## config.mk

```make
export PLATFORM = sky130hd
export DESIGN_NAME = lisp_token_lexer
export DESIGN_NICKNAME = d
export VERILOG_FILES = /design/src/rtl/lsplex_pkg.sv /design/src/rtl/lisp_token_lexer.sv /design/src/rtl/lsplex_scan.sv /design/src/rtl/lsplex_outq.sv
export SDC_FILE = /design/constraint.sdc
export NUM_CORES = 1
export LEC_CHECK = 0
export ABC_AREA = 1
export BUFFER_PORTS_ARGS = -buffer_cell sky130_fd_sc_hd__buf_4
export CELL_PAD_IN_SITES_DETAIL_PLACEMENT = 0
export CELL_PAD_IN_SITES_GLOBAL_PLACEMENT = 1
export CORE_ASPECT_RATIO = 1.25
export CORE_MARGIN = 4
export CORE_UTILIZATION = 40
export CTS_BUF_LIST = sky130_fd_sc_hd__clkbuf_8
export DETAILED_ROUTE_END_ITERATION = 10
export MAX_ROUTING_LAYER = met4
export PLACE_DENSITY_LB_ADDON = 0.25
export SYNTH_ARGS = -nofsm -noshare
export SYNTH_HDL_FRONTEND = slang
export SYNTH_SLANG_ARGS = --single-unit
```

## constraint.sdc

```tcl
create_clock -name clk -period 6.65 [get_ports clk]
set_input_delay 0.9975 -clock clk [delete_from_list [all_inputs] [get_ports clk]]
set_output_delay 0.9975 -clock clk [all_outputs]
set_load 0.01 [all_outputs]
```

## src/rtl/lsplex_pkg.sv

```systemverilog
// ----------------------------------------------------------------------------
// lsplex_pkg
// Shared types and constants of the Lisp token lexer: scanner modes, token
// kinds, character codes and the token record passed to the output queue.
// ----------------------------------------------------------------------------
package lsplex_pkg;

  // Widths of the position counters and of the token fields.
  localparam int OFF_W   = 21;              // byte offset, saturates at TEXT_BYTES
  localparam int TOFF_W  = 20;              // offset as reported in a token
  localparam int LEN_W   = 21;
  localparam int LINE_W  = 16;
  localparam int COL_W   = 16;

  localparam logic [OFF_W-1:0]  TEXT_BYTES = OFF_W'(1 << 20);
  localparam logic [LINE_W-1:0] LINE_MAX   = '1;
  localparam logic [COL_W-1:0]  COL_MAX    = '1;

  // Depth of the result queue and the width of its fill count.
  localparam int OQ_DEPTH = 4;
  localparam int OQ_CNT_W = $clog2(OQ_DEPTH + 1);

  // Character codes the scanner looks at.
  localparam logic [7:0] CH_NUL   = 8'h00;
  localparam logic [7:0] CH_TAB   = 8'h09;
  localparam logic [7:0] CH_LF    = 8'h0A;
  localparam logic [7:0] CH_CR    = 8'h0D;
  localparam logic [7:0] CH_SPACE = 8'h20;
  localparam logic [7:0] CH_DQUOTE = 8'h22;
  localparam logic [7:0] CH_SQUOTE = 8'h27;
  localparam logic [7:0] CH_LPAREN = 8'h28;
  localparam logic [7:0] CH_RPAREN = 8'h29;
  localparam logic [7:0] CH_COMMA = 8'h2C;
  localparam logic [7:0] CH_MINUS = 8'h2D;
  localparam logic [7:0] CH_DOT   = 8'h2E;
  localparam logic [7:0] CH_0     = 8'h30;
  localparam logic [7:0] CH_9     = 8'h39;
  localparam logic [7:0] CH_SEMI  = 8'h3B;
  localparam logic [7:0] CH_AT    = 8'h40;
  localparam logic [7:0] CH_BTICK = 8'h60;

  // Scanner mode: what kind of token is open, if any.
  typedef enum logic [7:0] {
    MODE_IDLE  = 8'b0000_0001,
    MODE_INT   = 8'b0000_0010,
    MODE_FRAC  = 8'b0000_0100,
    MODE_STR   = 8'b0000_1000,
    MODE_SYM   = 8'b0001_0000,
    MODE_CMT   = 8'b0010_0000,
    MODE_MINUS = 8'b0100_0000,
    MODE_COMMA = 8'b1000_0000
  } mode_t;

  // Token kind as reported on the result channel.
  typedef enum logic [3:0] {
    KIND_EOF    = 4'd0,
    KIND_NUM    = 4'd1,
    KIND_STR    = 4'd2,
    KIND_SYM    = 4'd3,
    KIND_OPEN   = 4'd4,
    KIND_CLOSE  = 4'd5,
    KIND_UNQ    = 4'd6,
    KIND_QQ     = 4'd7,
    KIND_QUOTE  = 4'd8,
    KIND_SPLICE = 4'd9,
    KIND_PERIOD = 4'd10
  } kind_t;

  // One result item.
  typedef struct packed {
    kind_t              kind;
    logic [TOFF_W-1:0]  offset;
    logic [LEN_W-1:0]   length;
    logic [LINE_W-1:0]  line;
    logic [COL_W-1:0]   column;
    logic               unterm;
    logic               last;
  } tok_t;

  // The results of one byte: up to two tokens, in delivery order.
  typedef struct packed {
    logic [1:0] cnt;
    tok_t       t0;
    tok_t       t1;
  } tok_pair_t;

endpackage

```

## src/rtl/lisp_token_lexer.sv

```systemverilog
// ----------------------------------------------------------------------------
// lisp_token_lexer
// Streaming Lisp s-expression lexer: one source byte in per beat, tokens out
// with kind, offset, length, line and column.
// ----------------------------------------------------------------------------
// The lexer takes one source byte per clock cycle and passes each byte
// through the input register, then the scanner logic into the result queue.
// A byte that both closes a token and forms one on its own yields two
// result beats, and the result port delivers one beat per cycle while
// out_tready is high, so a stream of such bytes is limited by the output
// side; the four-entry result queue stalls in_tready when it cannot hold
// two more tokens. A zero byte ends the text: any open token is flushed,
// an eof token follows, and line, column and offset restart at 1, 1 and 0.
// tlast marks the last token caused by one byte. After reset the lexer is
// between tokens at offset 0, line 1, column 1.
module lisp_token_lexer (
  input  logic        clk,
  input  logic        rst_n,
  // Source bytes.
  input  logic        in_tvalid,
  output logic        in_tready,
  input  logic [7:0]  in_tdata,   // [7:0] text_byte
  // Tokens.
  output logic        out_tvalid,
  input  logic        out_tready,
  output logic [79:0] out_tdata,  // [19:0] token_offset, [40:20] token_length,
                                  // [56:41] token_line, [72:57] token_column,
                                  // [79:73] zero
  output logic [4:0]  out_tuser,  // [3:0] token_kind, [4] unterminated
  output logic        out_tlast   // last_of_run
);
  import lsplex_pkg::*;

  logic       s1_valid_r, s1_valid_nxt;
  logic [7:0] s1_byte_r;
  logic       in_fire;
  logic       step;
  logic       room;
  tok_pair_t  res;
  tok_t       head;

  // Input register; the scanner takes its byte when the queue has room.
  assign in_fire   = in_tvalid && in_tready;
  assign step      = s1_valid_r && room;
  assign in_tready = !s1_valid_r || step;

  always_comb begin
    s1_valid_nxt = s1_valid_r;
    if (in_fire) begin
      s1_valid_nxt = 1'b1;
    end else if (step) begin
      s1_valid_nxt = 1'b0;
    end
  end

  always_ff @(posedge clk) begin
    if (!rst_n) begin
      s1_valid_r <= 1'b0;
    end else begin
      s1_valid_r <= s1_valid_nxt;
    end
  end

  always_ff @(posedge clk) begin
    if (in_fire) begin
      s1_byte_r <= in_tdata;
    end
  end

  // Scanner state and token formation.
  lsplex_scan u_scan (
    .clk       (clk),
    .rst_n     (rst_n),
    .step      (step),
    .text_byte (s1_byte_r),
    .res       (res)
  );

  // Result queue.
  lsplex_outq u_outq (
    .clk        (clk),
    .rst_n      (rst_n),
    .push       (step),
    .push_data  (res),
    .room       (room),
    .head_valid (out_tvalid),
    .head       (head),
    .pop_ready  (out_tready)
  );

  // Pack the head token onto the stream.
  assign out_tdata = {7'b0, head.column, head.line, head.length, head.offset};
  assign out_tuser = {head.unterm, head.kind};
  assign out_tlast = head.last;

`ifndef SYNTHESIS
  // A zero byte always produces at least the eof token.
  a_eof_emitted: assert property (@(posedge clk) disable iff (!rst_n)
    (step && (s1_byte_r == CH_NUL)) |-> (res.cnt != 2'd0))
    else $error("end of text produced no token");

  // Only the final token of a byte carries tlast.
  a_last_pair: assert property (@(posedge clk) disable iff (!rst_n)
    (step && (res.cnt == 2'd2)) |-> (!res.t0.last && res.t1.last))
    else $error("two-token byte has wrong last marks");

  a_last_single: assert property (@(posedge clk) disable iff (!rst_n)
    (step && (res.cnt == 2'd1)) |-> res.t0.last)
    else $error("single token not marked last");

  // A zero byte returns the scanner to offset 0, line 1 and column 1 for the next token.
  a_eof_restart: assert property (@(posedge clk) disable iff (!rst_n)
    (step && (s1_byte_r == CH_NUL)) |=>
      (!step || (res.t0.kind != KIND_EOF) || (res.t0.offset == '0)))
    else $error("position not restarted after end of text");
`endif

endmodule

```

## src/rtl/lsplex_scan.sv

```systemverilog
// ----------------------------------------------------------------------------
// lsplex_scan
// Token scanner: holds the scan mode and position counters and turns one
// source byte into zero, one or two finished tokens.
// ----------------------------------------------------------------------------
module lsplex_scan (
  input  logic                  clk,
  input  logic                  rst_n,
  input  logic                  step,
  input  logic [7:0]            text_byte,
  output lsplex_pkg::tok_pair_t res
);
  import lsplex_pkg::*;

  mode_t              mode_r, mode_nxt;
  logic [OFF_W-1:0]   off_r, off_nxt;
  logic [LINE_W-1:0]  line_r, line_nxt;
  logic [COL_W-1:0]   col_r, col_nxt;
  logic [OFF_W-1:0]   open_off_r, open_off_nxt;
  logic [LINE_W-1:0]  open_line_r, open_line_nxt;
  logic [COL_W-1:0]   open_col_r, open_col_nxt;

  logic               is_ws, is_dig, ends_sym;
  logic [LEN_W-1:0]   len;

  // Outcome of a byte seen between tokens.
  mode_t              id_mode;
  logic               id_open;
  logic               id_here;
  kind_t              id_kind;

  // Token closed by this byte, and token made by this byte alone.
  logic               take_idle;
  logic               emit_open;
  kind_t              open_kind;
  logic [LEN_W-1:0]   open_len;
  logic               open_unt;
  logic               emit_here;
  kind_t              here_kind;
  logic [LEN_W-1:0]   here_len;
  logic               here_unt;
  tok_t               open_tok, here_tok;

  // Character classes.
  always_comb begin
    is_ws  = (text_byte == CH_SPACE) || (text_byte == CH_LF) ||
             (text_byte == CH_TAB) || (text_byte == CH_CR);
    is_dig = (text_byte >= CH_0) && (text_byte <= CH_9);
    ends_sym = is_ws || (text_byte == CH_LPAREN) || (text_byte == CH_RPAREN) ||
               (text_byte == CH_NUL) || (text_byte == CH_SEMI) ||
               (text_byte == CH_DQUOTE) || (text_byte == CH_SQUOTE) ||
               (text_byte == CH_BTICK) || (text_byte == CH_COMMA);
  end

  // Decode of a byte that arrives with no token open.
  always_comb begin
    id_mode = MODE_IDLE;
    id_open = 1'b0;
    id_here = 1'b0;
    id_kind = KIND_OPEN;
    if (!is_ws) begin
      case (text_byte)
        CH_SEMI:   id_mode = MODE_CMT;
        CH_MINUS:  begin id_mode = MODE_MINUS; id_open = 1'b1; end
        CH_DQUOTE: begin id_mode = MODE_STR;   id_open = 1'b1; end
        CH_COMMA:  begin id_mode = MODE_COMMA; id_open = 1'b1; end
        CH_LPAREN: begin id_here = 1'b1; id_kind = KIND_OPEN;   end
        CH_RPAREN: begin id_here = 1'b1; id_kind = KIND_CLOSE;  end
        CH_DOT:    begin id_here = 1'b1; id_kind = KIND_PERIOD; end
        CH_BTICK:  begin id_here = 1'b1; id_kind = KIND_QQ;     end
        CH_SQUOTE: begin id_here = 1'b1; id_kind = KIND_QUOTE;  end
        default: begin
          id_mode = is_dig ? MODE_INT : MODE_SYM;
          id_open = 1'b1;
        end
      endcase
    end
  end

  // Mode transitions, token emission and position bookkeeping.
  always_comb begin
    len           = off_r - open_off_r;
    mode_nxt      = mode_r;
    off_nxt       = off_r;
    line_nxt      = line_r;
    col_nxt       = col_r;
    open_off_nxt  = open_off_r;
    open_line_nxt = open_line_r;
    open_col_nxt  = open_col_r;
    take_idle     = 1'b0;
    emit_open     = 1'b0;
    open_kind     = KIND_SYM;
    open_len      = len;
    open_unt      = 1'b0;
    emit_here     = 1'b0;
    here_kind     = KIND_EOF;
    here_len      = LEN_W'(1);
    here_unt      = 1'b0;

    if (text_byte == CH_NUL) begin
      // End of text: flush the open token, then report eof and start over.
      unique case (mode_r)
        MODE_INT, MODE_FRAC: begin emit_open = 1'b1; open_kind = KIND_NUM; end
        MODE_SYM, MODE_MINUS: begin emit_open = 1'b1; open_kind = KIND_SYM; end
        MODE_COMMA: begin
          emit_open = 1'b1;
          open_kind = KIND_UNQ;
          open_len  = LEN_W'(1);
        end
        MODE_STR: begin
          emit_open = 1'b1;
          open_kind = KIND_STR;
          open_unt  = 1'b1;
          here_unt  = 1'b1;
        end
        MODE_CMT: here_unt = 1'b1;
        default: ;
      endcase
      emit_here     = 1'b1;
      here_kind     = KIND_EOF;
      here_len      = '0;
      mode_nxt      = MODE_IDLE;
      off_nxt       = '0;
      line_nxt      = LINE_W'(1);
      col_nxt       = COL_W'(1);
      open_off_nxt  = '0;
      open_line_nxt = LINE_W'(1);
      open_col_nxt  = COL_W'(1);
    end else begin
      unique case (mode_r)
        MODE_INT: begin
          if (text_byte == CH_DOT) begin
            mode_nxt = MODE_FRAC;
          end else if (!is_dig) begin
            emit_open = 1'b1;
            open_kind = KIND_NUM;
            take_idle = 1'b1;
          end
        end
        MODE_FRAC: begin
          if (!is_dig) begin
            emit_open = 1'b1;
            open_kind = KIND_NUM;
            take_idle = 1'b1;
          end
        end
        MODE_STR: begin
          if (text_byte == CH_DQUOTE) begin
            emit_open = 1'b1;
            open_kind = KIND_STR;
            open_len  = len + LEN_W'(1);
            mode_nxt  = MODE_IDLE;
          end
        end
        MODE_SYM: begin
          if (ends_sym) begin
            emit_open = 1'b1;
            open_kind = KIND_SYM;
            take_idle = 1'b1;
          end
        end
        MODE_CMT: begin
          if (text_byte == CH_LF) begin
            mode_nxt = MODE_IDLE;
          end
        end
        MODE_MINUS: begin
          if (is_dig) begin
            mode_nxt = MODE_INT;
          end else if (ends_sym) begin
            emit_open = 1'b1;
            open_kind = KIND_SYM;
            open_len  = LEN_W'(1);
            take_idle = 1'b1;
          end else begin
            mode_nxt = MODE_SYM;
          end
        end
        MODE_COMMA: begin
          emit_open = 1'b1;
          if (text_byte == CH_AT) begin
            open_kind = KIND_SPLICE;
            open_len  = LEN_W'(2);
            mode_nxt  = MODE_IDLE;
          end else begin
            open_kind = KIND_UNQ;
            open_len  = LEN_W'(1);
            take_idle = 1'b1;
          end
        end
        default: take_idle = 1'b1;
      endcase

      // The byte is lexed afresh once the open token is closed.
      if (take_idle) begin
        mode_nxt  = id_mode;
        emit_here = id_here;
        here_kind = id_kind;
        if (id_open) begin
          open_off_nxt  = off_r;
          open_line_nxt = line_r;
          open_col_nxt  = col_r;
        end
      end

      // Advance the position; offset, line and column saturate.
      if (off_r < TEXT_BYTES) begin
        off_nxt = off_r + OFF_W'(1);
      end
      if (text_byte == CH_LF) begin
        if (line_r != LINE_MAX) begin
          line_nxt = line_r + LINE_W'(1);
        end
        col_nxt = COL_W'(1);
      end else if (col_r != COL_MAX) begin
        col_nxt = col_r + COL_W'(1);
      end
    end
  end

  // Assemble the result pair; the closed token always goes first.
  always_comb begin
    open_tok.kind   = open_kind;
    open_tok.offset = open_off_r[TOFF_W-1:0];
    open_tok.length = open_len;
    open_tok.line   = open_line_r;
    open_tok.column = open_col_r;
    open_tok.unterm = open_unt;
    open_tok.last   = !emit_here;

    here_tok.kind   = here_kind;
    here_tok.offset = off_r[TOFF_W-1:0];
    here_tok.length = here_len;
    here_tok.line   = line_r;
    here_tok.column = col_r;
    here_tok.unterm = here_unt;
    here_tok.last   = 1'b1;

    res.cnt = {1'b0, emit_open} + {1'b0, emit_here};
    res.t0  = emit_open ? open_tok : here_tok;
    res.t1  = here_tok;
  end

  // State registers advance only when a byte is taken.
  always_ff @(posedge clk) begin
    if (!rst_n) begin
      mode_r      <= MODE_IDLE;
      off_r       <= '0;
      line_r      <= LINE_W'(1);
      col_r       <= COL_W'(1);
      open_off_r  <= '0;
      open_line_r <= LINE_W'(1);
      open_col_r  <= COL_W'(1);
    end else if (step) begin
      mode_r      <= mode_nxt;
      off_r       <= off_nxt;
      line_r      <= line_nxt;
      col_r       <= col_nxt;
      open_off_r  <= open_off_nxt;
      open_line_r <= open_line_nxt;
      open_col_r  <= open_col_nxt;
    end
  end

endmodule

```

## src/rtl/lsplex_outq.sv

```systemverilog
// ----------------------------------------------------------------------------
// lsplex_outq
// Result queue: a short shifting queue of tokens, written with up to two
// tokens per cycle and read one token per beat from its head.
// ----------------------------------------------------------------------------
module lsplex_outq (
  input  logic                  clk,
  input  logic                  rst_n,
  input  logic                  push,
  input  lsplex_pkg::tok_pair_t push_data,
  output logic                  room,
  output logic                  head_valid,
  output lsplex_pkg::tok_t      head,
  input  logic                  pop_ready
);
  import lsplex_pkg::*;

  tok_t                q_r   [OQ_DEPTH];
  tok_t                q_nxt [OQ_DEPTH];
  logic [OQ_CNT_W-1:0] cnt_r, cnt_nxt;
  logic [OQ_CNT_W-1:0] base, base1;
  logic [1:0]          n_push;
  logic                pop;

  assign head_valid = (cnt_r != '0);
  assign head       = q_r[0];
  assign pop        = head_valid && pop_ready;
  // Room for the worst case of two tokens from one byte.
  assign room       = (cnt_r <= OQ_CNT_W'(OQ_DEPTH - 2));

  // Shift on a pop, then append the new tokens behind what remains.
  always_comb begin
    n_push  = push ? push_data.cnt : 2'd0;
    base    = cnt_r - {{(OQ_CNT_W-1){1'b0}}, pop};
    base1   = base + OQ_CNT_W'(1);
    cnt_nxt = base + OQ_CNT_W'(n_push);
    for (int i = 0; i < OQ_DEPTH; i++) begin
      q_nxt[i] = (pop && (i < OQ_DEPTH - 1)) ? q_r[(i < OQ_DEPTH - 1) ? i + 1 : i] : q_r[i];
      if ((n_push != 2'd0) && (OQ_CNT_W'(i) == base)) begin
        q_nxt[i] = push_data.t0;
      end
      if ((n_push == 2'd2) && (OQ_CNT_W'(i) == base1)) begin
        q_nxt[i] = push_data.t1;
      end
    end
  end

  // Fill count.
  always_ff @(posedge clk) begin
    if (!rst_n) begin
      cnt_r <= '0;
    end else begin
      cnt_r <= cnt_nxt;
    end
  end

  // Queue entries carry payload only.
  always_ff @(posedge clk) begin
    for (int i = 0; i < OQ_DEPTH; i++) begin
      q_r[i] <= q_nxt[i];
    end
  end

endmodule

```

==> flow_summary.ini <==
[sta]
fin_crit_sh = 0.828
drv_slew = 0
rsz0062_at_grt = false
fmax_ghz = 0.182
finalClockSkew_ps = 34.7
hold_viol_final = 0
timing.final.crit_period_ps = 5500
worst_pin_slew_ps = 1080
setup_violations = 0
tns_ps = 0
slew_headroom = 0.278
postLayoutSetupSlackWorst_ps = 1150

[finish]
utilization = 0.449
final_common_cell = nand2_1
final_cell_mix = nand2_1, nor2_1, o21ai_0
nFillCells = 5996
layout-drive-gt1-share = 0.114
areaGrowthSynthToFinish_pct = 10.9
nNetsFinal = 3252

[clocking]
cts_inserted_buffers = 77
tritoncts = done
cts_setup_buffers = 0
root_buffer = clkbuf_8
ctsHtreeMaxLevel = 3
cts-hold-fix-buffers = 0
cts.clk_slew.worst_paths_ps = 60
clk_latency_ps = 670
cts_sinks = 442
post_cts_resized = 0
cts_buffer_depth = 3

[run_status]
status = finished, final reports clean

[floorplanning]
coreArea_mm2 = 0.0597
io_pins = 100
initial_core_util = 0.405
die_w_um = 228
rows = 100
dieArea_mm2 = 0.0644
dieHeight_um = 283

[worst_setup_path]
worstPathMaxFanout = 43
cp-end-kind = register
worstSetupPathType = register to register
r2r_cells = 22
r2r-start = u_scan.mode_r[3]$_SDFFE_PN0P_
crit_arrival_ps = 5990
r2r_end = u_outq.q_r[3][76]$_DFFE_PP_
startpoint_type = register
required_ps = 7140
ff2ff_setup_slack_ps = 1150

[synthesis]
synth_area_mm2 = 0.0242
ys.flop_type = edfxtp_1
yosysWarningCount = 0
ys_seq_area_frac = 0.466
synth-seq-cells = 442
synthCells = 3177
synth_cell_types = 56
synth_top_area_frac = 0.298
synth_edf_count = 240
ys_async_sr_fraction = 0
synth_top_area_cell = edfxtp_1
synth.area.top_cells = edfxtp_1, dfxtp_1, nand2_1, o21ai_0, nor2_1
synth.avg_cell_area_um2 = 7.61

[placed_design]
post-dp-hpwl_um = 53200
place_congestion = 0.881
io_buffers = 92
place_ws_ps = 1180

[global_route]
grt_max_degree = 84
grt_pass1_wl_um = 126000
overflow = 0
grt_pass1_vias = 22200
grt_usage = 0.252
grt_antenna_before_repair = 1

[detailed_routing]
met1_length_um = 34100
num_vias = 22400
drtPass1Iterations = 7
drtIter0Drc = 1817
dr_wl_met2_um = 39300
drt.antenna.violating_nets = 0
vias_per_cell = 5.54
wl_met3_um = 4340
drc = 0
top_layer_used = met4
routedWlPerCell_um = 20.0
wl_um = 80500

[worst_hold_path]
min_from = u_outq.q_r[0][54]$_SDFFE_PP0P_
min_to = u_outq.q_r[0][54]$_SDFFE_PP0P_
hold_class = register to register
worstHoldPathCells = 2

[pwr]
p_leak_nw = 10.7
ir_drop_mv = 0.143
power_density_mw_per_mm2 = 280

[flow_run]
cap_violations = 0
## layout make-up
cell class | instances | area [µm²] | area share
antenna | 1 | 2.50 | 0.0000934
clock buffer | 91 | 1250 | 0.0467
clock inverter | 47 | 203 | 0.00756
inverter | 281 | 1060 | 0.0395
multi-input combinational | 2278 | 11100 | 0.413
sequential | 442 | 11300 | 0.420
tap | 765 | 957 | 0.0357
timing repair buffer | 128 | 998 | 0.0373
## how the worst max path moves through the flow
stage                                             end                          start  slack, ps
after floorplan           u_outq.q_r[3][10]$_DFFE_PP_         s1_byte_r[3]$_DFFE_PP_       1850
after global placement    u_outq.q_r[3][76]$_DFFE_PP_  u_scan.mode_r[3]$_SDFFE_PN0P_       1280
after detailed placement  u_outq.q_r[3][76]$_DFFE_PP_  u_scan.mode_r[3]$_SDFFE_PN0P_       1180
after CTS                 u_outq.q_r[3][76]$_DFFE_PP_  u_scan.mode_r[3]$_SDFFE_PN0P_       1160
after global routing      u_outq.q_r[3][76]$_DFFE_PP_  u_scan.mode_r[3]$_SDFFE_PN0P_        570
final                     u_outq.q_r[3][76]$_DFFE_PP_  u_scan.mode_r[3]$_SDFFE_PN0P_       1150
## per-layer routing
metal	vias up	GRT usage
li1	10800	-
met1	10700	0.305
met2	752	0.430
met3	163	0.0310
met4	0	0.103
met5	-	-
## power breakdown
group | total (mW) | internal, mW | switching [mW] | leakage, nW
registers | 3.55 | 3.38 | 0.171 | 4.01
logic | 1.56 | 0.521 | 1.03 | 5.86
clock network | 2.40 | 1.24 | 1.16 | 0.861
total | 7.50 | 5.14 | 2.36 | 10.7
## critical path, cell delays in order, from the launching register on
cell	delay, ps
dfxtp_1	370
nor2_2	150
nand2_2	110
inv_2	70
nand4_2	360
inv_1	550
nor2_1	150
nand3_1	110
nand2_1	60
inv_2	70
nand2_1	60
nor2_2	270
o21ai_0	180
ha_1	320
inv_1	50
nor2_1	160
nor2_1	70
inv_2	70
nand2_1	140
nor2_4	410
buf_4	630
clkinv_1	660
o22ai_1	280
## cells by family after synthesis
kind of cell	after synthesis	share of synthesized area
compound gates	768	0.178
fa+ha+maj	32	0.0172
other cells	1	0.000155
xor+xnor	7	0.00254
simple gates	1464	0.258
flops	442	0.466
buf+inv	463	0.0789
## metrics by stage
step	hold slack, ps	cells	cell area, µm²	power (mW)
3_5_place_dp	438	3894	25300	5.17
5_1_grt	461	4033	26800	7.92
3_3_place_gp	435	3894	25300	5.14
2_1_floorplan	421	3183	24200	4.57
6_report	449	4033	26800	7.50
4_1_cts	453	4032	26800	7.59
## state kept, by name, indices dropped and copies added, names as in the netlist
register / count
s1_valid_r: 1
u_outq.cnt_r: 3
s1_byte_r: 8
u_scan.open_col_r: 16
u_scan.open_line_r: 16
u_scan.open_off_r: 21
u_scan.col_r: 16
u_outq.q_r: 316
u_scan.line_r: 16
u_scan.off_r: 21
u_scan.mode_r: 8
## cell usage after synthesis, types with 43 or more instances
master	n
o21ai_2	47
edfxtp_1	240
o22ai_1	89
inv_1	257
a21oi_1	154
o21ai_1	91
clkbuf_1	126
nor2_1	369
dfxtp_1	202
nand2_1	784
o21ai_0	336
nand3_1	159
nor3_1	43
No activity file was read; power rests on OpenSTA's default activity.
